**src/sv/spoken_word_segment_detector_macros.svh**
```systemverilog
// Assertion helpers; clocked on clk_i, off while rst_ni is low.
`ifndef SPOKEN_WORD_SEGMENT_DETECTOR_MACROS_SVH
`define SPOKEN_WORD_SEGMENT_DETECTOR_MACROS_SVH

`define SWSD_ASSERT_SAME(lbl, ant, con, msg) \
  lbl: assert property (@(posedge clk_i) disable iff (!rst_ni) (ant) |-> (con)) else $error(msg);

`define SWSD_ASSERT_NEXT(lbl, ant, con, msg) \
  lbl: assert property (@(posedge clk_i) disable iff (!rst_ni) (ant) |=> (con)) else $error(msg);

`endif

```
**src/sv/swsd_pkg.sv**
```systemverilog
package swsd_pkg;

  localparam int SAMPLE_BITS          = 16;
  localparam int MAX_INTERVAL_SAMPLES = 1048576;
  localparam int MAX_FRAGMENT_SAMPLES = 4096;

  localparam int CFG_IDX_W  = 3;
  localparam int CFG_DATA_W = 21;
  localparam int BYTE_W     = 23;
  localparam int MUL_A_W    = 25;
  localparam int MUL_B_W    = 21;
  localparam int PROD_W     = MUL_A_W + MUL_B_W;

  localparam logic [CFG_IDX_W-1:0] REG_NOISE    = 3'd0;
  localparam logic [CFG_IDX_W-1:0] REG_FRAG     = 3'd1;
  localparam logic [CFG_IDX_W-1:0] REG_LEAD     = 3'd2;
  localparam logic [CFG_IDX_W-1:0] REG_MIN_WORD = 3'd3;
  localparam logic [CFG_IDX_W-1:0] REG_GAP      = 3'd4;
  localparam logic [CFG_IDX_W-1:0] REG_SYLLABLE = 3'd5;
  localparam logic [CFG_IDX_W-1:0] REG_INTERVAL = 3'd6;
  localparam logic [CFG_IDX_W-1:0] REG_BPS      = 3'd7;

  localparam logic [BYTE_W-1:0] BYTE_MAX = {BYTE_W{1'b1}};

  typedef struct packed {
    logic              kind;
    logic [BYTE_W-1:0] byte_offset;
    logic [BYTE_W-1:0] byte_size;
    logic              last;
  } out_item_t;

endpackage

```
**src/sv/swsd_in_if.sv**
```systemverilog
interface swsd_in_if;
  logic                                   valid;
  logic                                   ready;
  logic signed [swsd_pkg::SAMPLE_BITS-1:0] sample;
  logic                                   new_run;

  modport source(output valid, sample, new_run, input ready);
  modport sink(input valid, sample, new_run, output ready);
endinterface

```
**src/sv/swsd_out_if.sv**
```systemverilog
interface swsd_out_if;
  logic                          valid;
  logic                          ready;
  logic                          kind;
  logic [swsd_pkg::BYTE_W-1:0]   byte_offset;
  logic [swsd_pkg::BYTE_W-1:0]   byte_size;
  logic                          last;

  modport source(output valid, kind, byte_offset, byte_size, last, input ready);
  modport sink(input valid, kind, byte_offset, byte_size, last, output ready);
endinterface

```
**src/sv/spoken_word_segment_detector.sv**
```systemverilog
// Spoken word segment detector. Takes one signed sample per request and reports
// word segments (kind 0) and, at the end of each interval, the strongest word
// (kind 1) as byte offset and size. A sample in the interval runs through check,
// fragment (when it closes one) and tail states before the next ready. Gap-closed
// words add the gap, compare and byte-scaling states, words open at the interval
// end compare and scale, and the strongest word only scales. All of these use one
// shared 25x21 multiplier, one product per cycle: gap and syllable lengths, the
// exact mean-energy cross-multiplication (four partial products) and the byte
// scaling. Results go through a two-entry output queue, and the block also waits
// while that queue is full. Registers may be written only while idle.
`include "spoken_word_segment_detector_macros.svh"

module spoken_word_segment_detector (
  input  logic                                clk_i,
  input  logic                                rst_ni,
  input  logic                                cfg_we_i,
  input  logic [swsd_pkg::CFG_IDX_W-1:0]      cfg_idx_i,
  input  logic [swsd_pkg::CFG_DATA_W-1:0]     cfg_wdata_i,
  swsd_in_if.sink                             in_i,
  swsd_out_if.source                          out_o
);

  localparam logic [4:0] ST_IDLE  = 5'd0;
  localparam logic [4:0] ST_CHECK = 5'd1;
  localparam logic [4:0] ST_FRAG  = 5'd2;
  localparam logic [4:0] ST_GAP0  = 5'd3;
  localparam logic [4:0] ST_GAP1  = 5'd4;
  localparam logic [4:0] ST_GAP2  = 5'd5;
  localparam logic [4:0] ST_TAIL  = 5'd6;
  localparam logic [4:0] ST_FINAL = 5'd7;
  localparam logic [4:0] ST_C0    = 5'd8;
  localparam logic [4:0] ST_C1    = 5'd9;
  localparam logic [4:0] ST_C2    = 5'd10;
  localparam logic [4:0] ST_C3    = 5'd11;
  localparam logic [4:0] ST_C4    = 5'd12;
  localparam logic [4:0] ST_B0    = 5'd13;
  localparam logic [4:0] ST_B1    = 5'd14;
  localparam logic [4:0] ST_B2    = 5'd15;
  localparam logic [4:0] ST_PUSH  = 5'd16;

  localparam logic [20:0] INTERVAL_MAX = 21'(swsd_pkg::MAX_INTERVAL_SAMPLES);
  localparam logic [12:0] FRAG_MAX     = 13'(swsd_pkg::MAX_FRAGMENT_SAMPLES);
  localparam logic [20:0] COUNT_MAX    = 21'h1FFFFF;
  localparam logic [9:0]  SILENT_MAX   = 10'd1023;

  // configuration
  logic [15:0] noise_q;
  logic [12:0] frag_q;
  logic [20:0] lead_q;
  logic [9:0]  minw_q, gap_q, syl_q;
  logic [20:0] interval_q;
  logic [2:0]  bps_q;

  // run state
  logic [4:0]  state_q, ret_q;
  logic signed [swsd_pkg::SAMPLE_BITS-1:0] smp_q;
  logic [20:0] sidx_q;
  logic [27:0] fe_q;
  logic [12:0] fill_q;
  logic [35:0] we_q, be_q;
  logic [20:0] wc_q, bc_q;
  logic [9:0]  silent_q;
  logic [20:0] ws_q, bstart_q, isn_q;
  logic [24:0] blen_q;

  // emission
  logic [20:0] seg_start_q;
  logic [24:0] seg_len_q;
  logic        kind_q, last_q;
  logic [56:0] acc_a_q, acc_b_q;
  logic [22:0] off_q, size_q;

  logic [20:0] interval_c;
  logic [12:0] fs_c;
  logic [9:0]  minw_c;
  logic [16:0] mag;
  logic [27:0] fe_n;
  logic [12:0] fill_n;
  logic [9:0]  silent_n;
  logic [20:0] sn;
  logic signed [25:0] t_ws, t_isn, t_diff, t_syl, t_end, t_len, t_tail;
  logic [20:0] ws_n, isn_n;
  logic [24:0] len_gap, len_tail;
  logic        gap_last;
  logic [22:0] sat_prod;
  logic [swsd_pkg::MUL_A_W-1:0] mul_a;
  logic [swsd_pkg::MUL_B_W-1:0] mul_b;
  logic [swsd_pkg::PROD_W-1:0]  prod;
  logic        push, full;
  logic [1:0]  fifo_count;
  swsd_pkg::out_item_t item;
  logic        accept, better;

  assign in_i.ready = (state_q == ST_IDLE);
  assign accept     = in_i.valid && in_i.ready;

  always_comb begin
    interval_c = (interval_q > INTERVAL_MAX) ? INTERVAL_MAX : interval_q;
    fs_c       = (frag_q == 13'd0) ? 13'd1 : ((frag_q > FRAG_MAX) ? FRAG_MAX : frag_q);
    minw_c     = (minw_q == 10'd0) ? 10'd1 : minw_q;

    mag    = smp_q[swsd_pkg::SAMPLE_BITS-1] ? (17'd0 - 17'(smp_q)) : 17'(smp_q);
    fe_n   = (mag > {1'b0, noise_q}) ? fe_q + 28'(mag) : fe_q;
    fill_n = fill_q + 13'd1;
    silent_n = (silent_q < SILENT_MAX) ? silent_q + 10'd1 : silent_q;

    sn = (ws_q >= lead_q) ? ws_q - lead_q : 21'd0;

    t_ws = $signed({5'b0, sidx_q}) + 26'sd1 - $signed({13'b0, fs_c});
    ws_n = (t_ws < 0) ? 21'd0 : t_ws[20:0];

    t_isn = $signed({5'b0, sidx_q}) + 26'sd1 - $signed({3'b0, prod[22:0]});
    isn_n = (t_isn < 0) ? 21'd0 : t_isn[20:0];

    t_syl  = $signed({3'b0, prod[22:0]});
    t_diff = $signed({5'b0, isn_q}) - $signed({5'b0, ws_q});
    t_end  = (t_diff >= t_syl) ? $signed({5'b0, isn_q}) - 26'sd1
                               : $signed({5'b0, ws_q}) + t_syl - 26'sd1;
    t_len  = t_end - $signed({5'b0, sn}) + 26'sd1;
    len_gap = (t_len < 0) ? 25'd0 : t_len[24:0];

    t_tail   = $signed({5'b0, interval_c}) - $signed({5'b0, sn});
    len_tail = (t_tail < 0) ? 25'd0 : t_tail[24:0];

    gap_last = ({1'b0, sidx_q} + 22'd1) < {1'b0, interval_c};
    sat_prod = (prod > swsd_pkg::PROD_W'(swsd_pkg::BYTE_MAX)) ? swsd_pkg::BYTE_MAX
                                                             : prod[22:0];
    better   = acc_a_q > (acc_b_q + {prod[38:0], 18'b0});
  end

  always_comb begin
    unique case (state_q)
      ST_GAP0: begin
        mul_a = 25'(silent_q);
        mul_b = 21'(fs_c);
      end
      ST_GAP1: begin
        mul_a = 25'(syl_q);
        mul_b = 21'(fs_c);
      end
      ST_C0: begin
        mul_a = 25'(we_q[17:0]);
        mul_b = bc_q;
      end
      ST_C1: begin
        mul_a = 25'(we_q[35:18]);
        mul_b = bc_q;
      end
      ST_C2: begin
        mul_a = 25'(be_q[17:0]);
        mul_b = wc_q;
      end
      ST_C3: begin
        mul_a = 25'(be_q[35:18]);
        mul_b = wc_q;
      end
      ST_B0: begin
        mul_a = 25'(seg_start_q);
        mul_b = 21'(bps_q);
      end
      ST_B1: begin
        mul_a = seg_len_q;
        mul_b = 21'(bps_q);
      end
      default: begin
        mul_a = '0;
        mul_b = '0;
      end
    endcase
  end

  swsd_mul u_mul (
    .clk_i  (clk_i),
    .a_i    (mul_a),
    .b_i    (mul_b),
    .prod_o (prod)
  );

  assign push = (state_q == ST_PUSH) && !full;
  always_comb begin
    item.kind        = kind_q;
    item.byte_offset = off_q;
    item.byte_size   = size_q;
    item.last        = last_q;
  end

  swsd_ofifo u_ofifo (
    .clk_i   (clk_i),
    .rst_ni  (rst_ni),
    .push_i  (push),
    .item_i  (item),
    .full_o  (full),
    .count_o (fifo_count),
    .out_o   (out_o)
  );

  always_ff @(posedge clk_i or negedge rst_ni) begin
    if (!rst_ni) begin
      noise_q    <= 16'd0;
      frag_q     <= 13'd160;
      lead_q     <= 21'd0;
      minw_q     <= 10'd1;
      gap_q      <= 10'd1;
      syl_q      <= 10'd0;
      interval_q <= 21'd16000;
      bps_q      <= 3'd2;
    end else if (cfg_we_i) begin
      unique case (cfg_idx_i)
        swsd_pkg::REG_NOISE:    noise_q    <= cfg_wdata_i[15:0];
        swsd_pkg::REG_FRAG:     frag_q     <= cfg_wdata_i[12:0];
        swsd_pkg::REG_LEAD:     lead_q     <= cfg_wdata_i;
        swsd_pkg::REG_MIN_WORD: minw_q     <= cfg_wdata_i[9:0];
        swsd_pkg::REG_GAP:      gap_q      <= cfg_wdata_i[9:0];
        swsd_pkg::REG_SYLLABLE: syl_q      <= cfg_wdata_i[9:0];
        swsd_pkg::REG_INTERVAL: interval_q <= cfg_wdata_i;
        swsd_pkg::REG_BPS:      bps_q      <= cfg_wdata_i[2:0];
        default: ;
      endcase
    end
  end

  always_ff @(posedge clk_i or negedge rst_ni) begin
    if (!rst_ni) begin
      state_q  <= ST_IDLE;
      ret_q    <= ST_IDLE;
      sidx_q   <= '0;
      fe_q     <= '0;
      fill_q   <= '0;
      we_q     <= '0;
      wc_q     <= '0;
      silent_q <= '0;
      ws_q     <= '0;
      be_q     <= '0;
      bc_q     <= 21'd1;
      bstart_q <= '0;
      blen_q   <= '0;
    end else begin
      unique case (state_q)
        ST_IDLE: begin
          if (accept) begin
            if (in_i.new_run) begin
              sidx_q   <= '0;
              fe_q     <= '0;
              fill_q   <= '0;
              we_q     <= '0;
              wc_q     <= '0;
              silent_q <= '0;
              ws_q     <= '0;
              be_q     <= '0;
              bc_q     <= 21'd1;
              bstart_q <= '0;
              blen_q   <= '0;
            end
            state_q <= ST_CHECK;
          end
        end
        ST_CHECK: begin
          if (sidx_q >= interval_c) begin
            state_q <= ST_IDLE;
          end else if (fill_n >= fs_c) begin
            fe_q    <= fe_n;
            state_q <= ST_FRAG;
          end else begin
            fe_q    <= fe_n;
            fill_q  <= fill_n;
            state_q <= ST_TAIL;
          end
        end
        ST_FRAG: begin
          fill_q <= '0;
          fe_q   <= '0;
          state_q <= ST_TAIL;
          if (fe_q != 28'd0) begin
            if (wc_q == 21'd0) begin
              ws_q <= ws_n;
              we_q <= 36'(fe_q);
            end else begin
              we_q <= we_q + 36'(fe_q);
            end
            if (wc_q < COUNT_MAX) wc_q <= wc_q + 21'd1;
            silent_q <= '0;
          end else begin
            silent_q <= silent_n;
            if (silent_n >= gap_q) begin
              if (wc_q >= 21'(minw_c)) begin
                state_q <= ST_GAP0;
              end else begin
                wc_q <= '0;
              end
            end
          end
        end
        ST_GAP0: state_q <= ST_GAP1;
        ST_GAP1: begin
          isn_q   <= isn_n;
          state_q <= ST_GAP2;
        end
        ST_GAP2: begin
          seg_start_q <= sn;
          seg_len_q   <= len_gap;
          kind_q      <= 1'b0;
          last_q      <= gap_last;
          ret_q       <= ST_TAIL;
          state_q     <= ST_C0;
        end
        ST_TAIL: begin
          sidx_q <= sidx_q + 21'd1;
          if ((sidx_q + 21'd1) >= interval_c) begin
            if (wc_q >= 21'(minw_c)) begin
              seg_start_q <= sn;
              seg_len_q   <= len_tail;
              kind_q      <= 1'b0;
              last_q      <= 1'b0;
              ret_q       <= ST_FINAL;
              state_q     <= ST_C0;
            end else begin
              state_q <= ST_FINAL;
            end
          end else begin
            state_q <= ST_IDLE;
          end
        end
        ST_FINAL: begin
          seg_start_q <= bstart_q;
          seg_len_q   <= blen_q;
          kind_q      <= 1'b1;
          last_q      <= 1'b1;
          ret_q       <= ST_IDLE;
          state_q     <= ST_B0;
        end
        ST_C0: state_q <= ST_C1;
        ST_C1: begin
          acc_a_q <= 57'(prod[38:0]);
          state_q <= ST_C2;
        end
        ST_C2: begin
          acc_a_q <= acc_a_q + {prod[38:0], 18'b0};
          state_q <= ST_C3;
        end
        ST_C3: begin
          acc_b_q <= 57'(prod[38:0]);
          state_q <= ST_C4;
        end
        ST_C4: begin
          if (better) begin
            be_q     <= we_q;
            bc_q     <= wc_q;
            bstart_q <= seg_start_q;
            blen_q   <= seg_len_q;
          end
          if (ret_q == ST_TAIL) wc_q <= '0;
          state_q <= ST_B0;
        end
        ST_B0: state_q <= ST_B1;
        ST_B1: begin
          off_q   <= sat_prod;
          state_q <= ST_B2;
        end
        ST_B2: begin
          size_q  <= sat_prod;
          state_q <= ST_PUSH;
        end
        ST_PUSH: begin
          if (!full) state_q <= ret_q;
        end
        default: state_q <= ST_IDLE;
      endcase
    end
  end

  always_ff @(posedge clk_i) begin
    if (accept) smp_q <= in_i.sample;
  end

  `SWSD_ASSERT_SAME(a_push_room, push, fifo_count != 2'd2, "push into a full output queue")
  `SWSD_ASSERT_NEXT(a_busy_after_req, accept, !in_i.ready, "request taken while still busy")
  `SWSD_ASSERT_SAME(a_final_last, out_o.valid && out_o.kind, out_o.last, "strongest word not last")
  `SWSD_ASSERT_SAME(a_best_count, state_q == ST_C0, bc_q != 21'd0, "zero best fragment count")

endmodule

```
**src/sv/swsd_mul.sv**
```systemverilog
module swsd_mul (
  input  logic                            clk_i,
  input  logic [swsd_pkg::MUL_A_W-1:0]    a_i,
  input  logic [swsd_pkg::MUL_B_W-1:0]    b_i,
  output logic [swsd_pkg::PROD_W-1:0]     prod_o
);

  logic [swsd_pkg::PROD_W-1:0] prod_q;

  always_ff @(posedge clk_i) begin
    prod_q <= swsd_pkg::PROD_W'(a_i) * swsd_pkg::PROD_W'(b_i);
  end

  assign prod_o = prod_q;

endmodule

```
**src/sv/swsd_ofifo.sv**
```systemverilog
module swsd_ofifo (
  input  logic                  clk_i,
  input  logic                  rst_ni,
  input  logic                  push_i,
  input  swsd_pkg::out_item_t   item_i,
  output logic                  full_o,
  output logic [1:0]            count_o,
  swsd_out_if.source            out_o
);

  swsd_pkg::out_item_t mem_q [2];
  logic       wr_q, rd_q;
  logic [1:0] count_q;
  logic       pop;

  assign pop = out_o.valid && out_o.ready;

  always_ff @(posedge clk_i or negedge rst_ni) begin
    if (!rst_ni) begin
      wr_q    <= 1'b0;
      rd_q    <= 1'b0;
      count_q <= 2'd0;
    end else begin
      if (push_i) wr_q <= ~wr_q;
      if (pop) rd_q <= ~rd_q;
      count_q <= count_q + 2'(push_i) - 2'(pop);
    end
  end

  always_ff @(posedge clk_i) begin
    if (push_i) mem_q[wr_q] <= item_i;
  end

  assign full_o            = (count_q == 2'd2);
  assign count_o           = count_q;
  assign out_o.valid       = (count_q != 2'd0);
  assign out_o.kind        = mem_q[rd_q].kind;
  assign out_o.byte_offset = mem_q[rd_q].byte_offset;
  assign out_o.byte_size   = mem_q[rd_q].byte_size;
  assign out_o.last        = mem_q[rd_q].last;

endmodule

```
**src/flat_wrapper.sv**
```systemverilog
// flat-port wrapper written by rule: the top's interface ports become plain ports
module spoken_word_segment_detector_flat 
  (clk_i, rst_ni, cfg_we_i, cfg_idx_i, cfg_wdata_i, in_i_valid, in_i_sample, in_i_new_run, in_i_ready, out_o_valid, out_o_kind, out_o_byte_offset, out_o_byte_size, out_o_last, out_o_ready);
  swsd_in_if in_i_i ();
  swsd_out_if out_o_i ();
  input  logic clk_i;
  input  logic rst_ni;
  input  logic cfg_we_i;
  input  logic [swsd_pkg::CFG_IDX_W-1:0] cfg_idx_i;
  input  logic [swsd_pkg::CFG_DATA_W-1:0] cfg_wdata_i;
  input wire logic [$bits(in_i_i.valid)-1:0] in_i_valid;
  input wire logic [$bits(in_i_i.sample)-1:0] in_i_sample;
  input wire logic [$bits(in_i_i.new_run)-1:0] in_i_new_run;
  output wire logic [$bits(in_i_i.ready)-1:0] in_i_ready;
  output wire logic [$bits(out_o_i.valid)-1:0] out_o_valid;
  output wire logic [$bits(out_o_i.kind)-1:0] out_o_kind;
  output wire logic [$bits(out_o_i.byte_offset)-1:0] out_o_byte_offset;
  output wire logic [$bits(out_o_i.byte_size)-1:0] out_o_byte_size;
  output wire logic [$bits(out_o_i.last)-1:0] out_o_last;
  input wire logic [$bits(out_o_i.ready)-1:0] out_o_ready;
  assign in_i_i.valid = in_i_valid;
  assign in_i_i.sample = in_i_sample;
  assign in_i_i.new_run = in_i_new_run;
  assign in_i_ready = in_i_i.ready;
  assign out_o_valid = out_o_i.valid;
  assign out_o_kind = out_o_i.kind;
  assign out_o_byte_offset = out_o_i.byte_offset;
  assign out_o_byte_size = out_o_i.byte_size;
  assign out_o_last = out_o_i.last;
  assign out_o_i.ready = out_o_ready;
  spoken_word_segment_detector u_core (.clk_i(clk_i), .rst_ni(rst_ni), .cfg_we_i(cfg_we_i), .cfg_idx_i(cfg_idx_i), .cfg_wdata_i(cfg_wdata_i), .in_i(in_i_i), .out_o(out_o_i));
endmodule
```
**config.mk**
```make
export PLATFORM = sky130hd
export DESIGN_NAME = spoken_word_segment_detector_flat
export DESIGN_NICKNAME = d
export VERILOG_FILES = /design/src/sv/swsd_pkg.sv /design/src/sv/swsd_in_if.sv /design/src/sv/swsd_out_if.sv /design/src/sv/spoken_word_segment_detector.sv /design/src/sv/swsd_mul.sv /design/src/sv/swsd_ofifo.sv /design/src/flat_wrapper.sv
export VERILOG_INCLUDE_DIRS = /design/src /design/src/sv
export SDC_FILE = /design/constraint.sdc
export NUM_CORES = 2
export LEC_CHECK = 0
export BUFFER_PORTS_ARGS = -buffer_cell sky130_fd_sc_hd__clkbuf_2
export CAP_MARGIN = 40
export CORE_UTILIZATION = 45
export CTS_CLUSTER_DIAMETER = 150
export DETAILED_ROUTE_END_ITERATION = 12
export SLEW_MARGIN = 10
export SYNTH_ARGS = -nofsm -noshare
export SYNTH_HDL_FRONTEND = slang
export SYNTH_SLANG_ARGS = --single-unit
```
**constraint.sdc**
```tcl
create_clock -name clk_i -period 12.2 [get_ports clk_i]
set_input_delay 0 -clock clk_i [delete_from_list [all_inputs] [get_ports clk_i]]
set_output_delay 0 -clock clk_i [all_outputs]
set_load 0.05 [all_outputs]
```
==> flow_summary.toml <==
[floorplanning]
die_w_um = 376
rows = 137
die_h_um = 376
ios = 96
dieArea_sq_mm = 0.142
start_util_pct = 45.3
placeableCoreArea_sq_mm = 0.139

[yosys]
synthTopCellsByCount = "inv_1 (837), nand2_1 (697), ha_1 (604)"
yosysMostFrequentCell = "inv_1"
ys.flop_type = "dfrtp_1"
synth_edf_count = 323
synth.distinct_cells = 89
yosysSeqAreaShare_pct = 31.4
netlist.area_leader.share_pct = 15.4
ys_ff_latch = 737
avgSynthCellArea_sq_um = 9.39
synthArstFlopShare_pct = 49.9
netlist_top_cells_area = "edfxtp_1 (15%), dfrtp_1 (14%), fa_1 (14%)"
synthCells = 6718
synth_warnings = 0
netlist_area_sq_mm = 0.0631
yosys.area.top_type = "edfxtp_1"

[finish]
area_delta_synth_final_pct = 11.9
nets = 8089
nFillCells = 12900
drive_gt1_share_pct = 7.84

[timing]
drv_slew = 0
period_share_pct = 82.2
timing.slew.headroom_pct = 37.8
tightest_slew_ns = 0.910
skew_ns = 0.0418
max_freq_mhz = 99.7
min_period_ns = 10.03
tns_ns = 0
rsz0062_at_grt = "false"
setup_violations = 0
hold_violations = 0

[clock_network]
cts_hold_buffers = 79
path_clk_slew_ns = 0.06
htree_levels = 3
numCtsBuffers = 85
cts_setup_buffers = 0
cts_tree = "done"
clock_path_buffers = 3
post_cts_resize_count = 0
cts_root_buffer = "clkbuf_16"
clock_latency_ns = 0.72
cts.sinks = 737

[worst_setup_path]
worstPathMaxFanout = 14
r2r-start = "u_core.state_q[2]"
crit_path_start_kind = "register"
cp-end-kind = "register"
cp.arrival_ns = 10.65
cp.required_ns = 12.83
path_class = "reg2reg"
crit_start = "u_core.state_q[2]"
critPathMaxStageDelay_ns = 0.67
slowest_stage = "nor2_1"

[drt]
drc = 0
met1_length_um = 86900
dr_wl_met2_um = 88100
via_per_inst = 5.65
final_antenna_net_count = 0
wl_um = 196000
wl_met3_um = 13200
highest_layer = "met5"
via_count = 50500
dr.first_iter.drc_count = 4298
firstDrtPassIters = 6
wl_per_cell_um = 21.9

[placement]
gp_congestion = 0.967
hpwl_um = 151000
numPortBuffers = 95

[pwr]
power_density_mw_per_mm2 = 281
irDropWorstVdd_v = 0.000285
power_mw = 19.9
power_leakage_nw = 32.2

[grt]
groute.usage.overall_pct = 27.8
antenna_found_initial = 5
grt_pass1_vias = 49400
overflow = 0
grt_start_max_net_pins = 207
grt_pass1_wl_um = 300000

[run]
maxCapViolCount = 0

[min_path]
hold_path_class = "in2reg"
worstHoldStart = "in_i_sample[1]"

[status]
run_status = "finished, final reports clean"
## worst max-delay path: cells and delay by family, from the launching register on
family          cells  cell delay (ns)
compound gates     10             2.66
flops               1             0.54
buf+inv             9             0.92
xor+xnor            1             0.13
simple gates        6             1.77
fa+ha+maj           8             3.92
## final timing paths
kind	endpoint	depth (start not counted)	slack, ns
max reg2reg	u_core.u_mul.prod_o[39]	34	2.17
min in group asynchronous	u_core.noise_q[6]	4	0.46
max	u_core.u_mul.prod_o[39]	34	2.17
max in group asynchronous	u_core.bc_q[0]	8	9.65
min reg2reg	u_core.u_ofifo.mem_q[1][27]	0	0.44
min	u_core.smp_q[1]	2	0.06
## cells by family after synthesis
kind of cell,Yosys count,synth area share [%]
and+or+nand+nor,1935,14.1
AOI/OAI and AO/OA,1421,14.4
buffers and inverters,1066,6.36
adders and majority gates,1049,26.1
DFF,737,31.4
xor gates and xnor gates,357,4.95
muxes,151,2.64
other,2,0.0119
## layout by cell type (no fill, tap or decap), types with 53 or more instances in the layout
| cell type | instances |
|---|---|
| clkbuf_2 | 94 |
| dlygate4sd3_1 | 78 |
| nand2b_1 | 55 |
| xor2_1 | 132 |
| fa_1 | 445 |
| nor4_1 | 53 |
| a21oi_1 | 298 |
| ha_1 | 604 |
| a21o_1 | 177 |
| o21a_1 | 55 |
| clkbuf_16 | 90 |
| nor2_1 | 447 |
| nand4_1 | 57 |
| conb_1 | 127 |
| nand3_1 | 271 |
| mux2_2 | 122 |
| o21ai_0 | 430 |
| dfrtp_1 | 354 |
| buf_4 | 92 |
| edfxtp_1 | 323 |
| nor3_1 | 86 |
| nand2_1 | 697 |
| inv_1 | 837 |
| xnor2_1 | 225 |
## metrics by stage
stage               hold WS, ns  std cells  cell area, sq um  util [%]  setup WS (ns)
floorplan                -0.296       6843             63600         -           3.47
global placement        -0.0170       8671             66400      47.6           2.13
detailed placement      -0.0132       8704             66800      47.9           2.30
CTS                     0.00556       8939             70600      50.7           2.25
global route             0.0399       8939             70600      50.7           1.56
finish                   0.0563       8941             70600      50.7           2.17
## state kept, by name, indices dropped and copies added, names as in the netlist, 28 cells and up
| name | flops |
|---|---|
| u_core.acc_a_q | 57 |
| u_core.acc_b_q | 39 |
| u_core.be_q | 36 |
| u_core.fe_q | 28 |
| u_core.u_mul.prod_o | 46 |
| u_core.u_ofifo.mem_q | 96 |
| u_core.we_q | 36 |
## where the power goes
group / switching [mW] / internal [mW] / total, mW / leakage, nW
logic: 7.93 / 5.20 / 13.1 / 22.8
clock network: 1.13 / 1.61 / 2.74 / 1.47
registers: 0.650 / 3.34 / 3.99 / 7.92
## layout make-up
| cell class | count | area, sq um | area share, % |
|---|---|---|---|
| diodes | 2 | 5.00 | 0.00709 |
| clock buffers | 110 | 2420 | 3.42 |
| clock inverters | 46 | 578 | 0.819 |
| inverters | 839 | 3150 | 4.46 |
| multi-input cells | 5040 | 39900 | 56.5 |
| flip-flops and latches | 737 | 19800 | 28.1 |
| well taps | 1876 | 2350 | 3.32 |
| repair buffers | 291 | 2390 | 3.38 |
## layer usage
| metal | global-route usage [%] | up-vias |
|---|---|---|
| met5 | 0 | - |
| met4 | 10.4 | 4 |
| met3 | 4.18 | 319 |
| met2 | 43.9 | 1689 |
| met1 | 38.6 | 24900 |
| li1 | - | 23600 |
(Power assumes the default switching activity.)
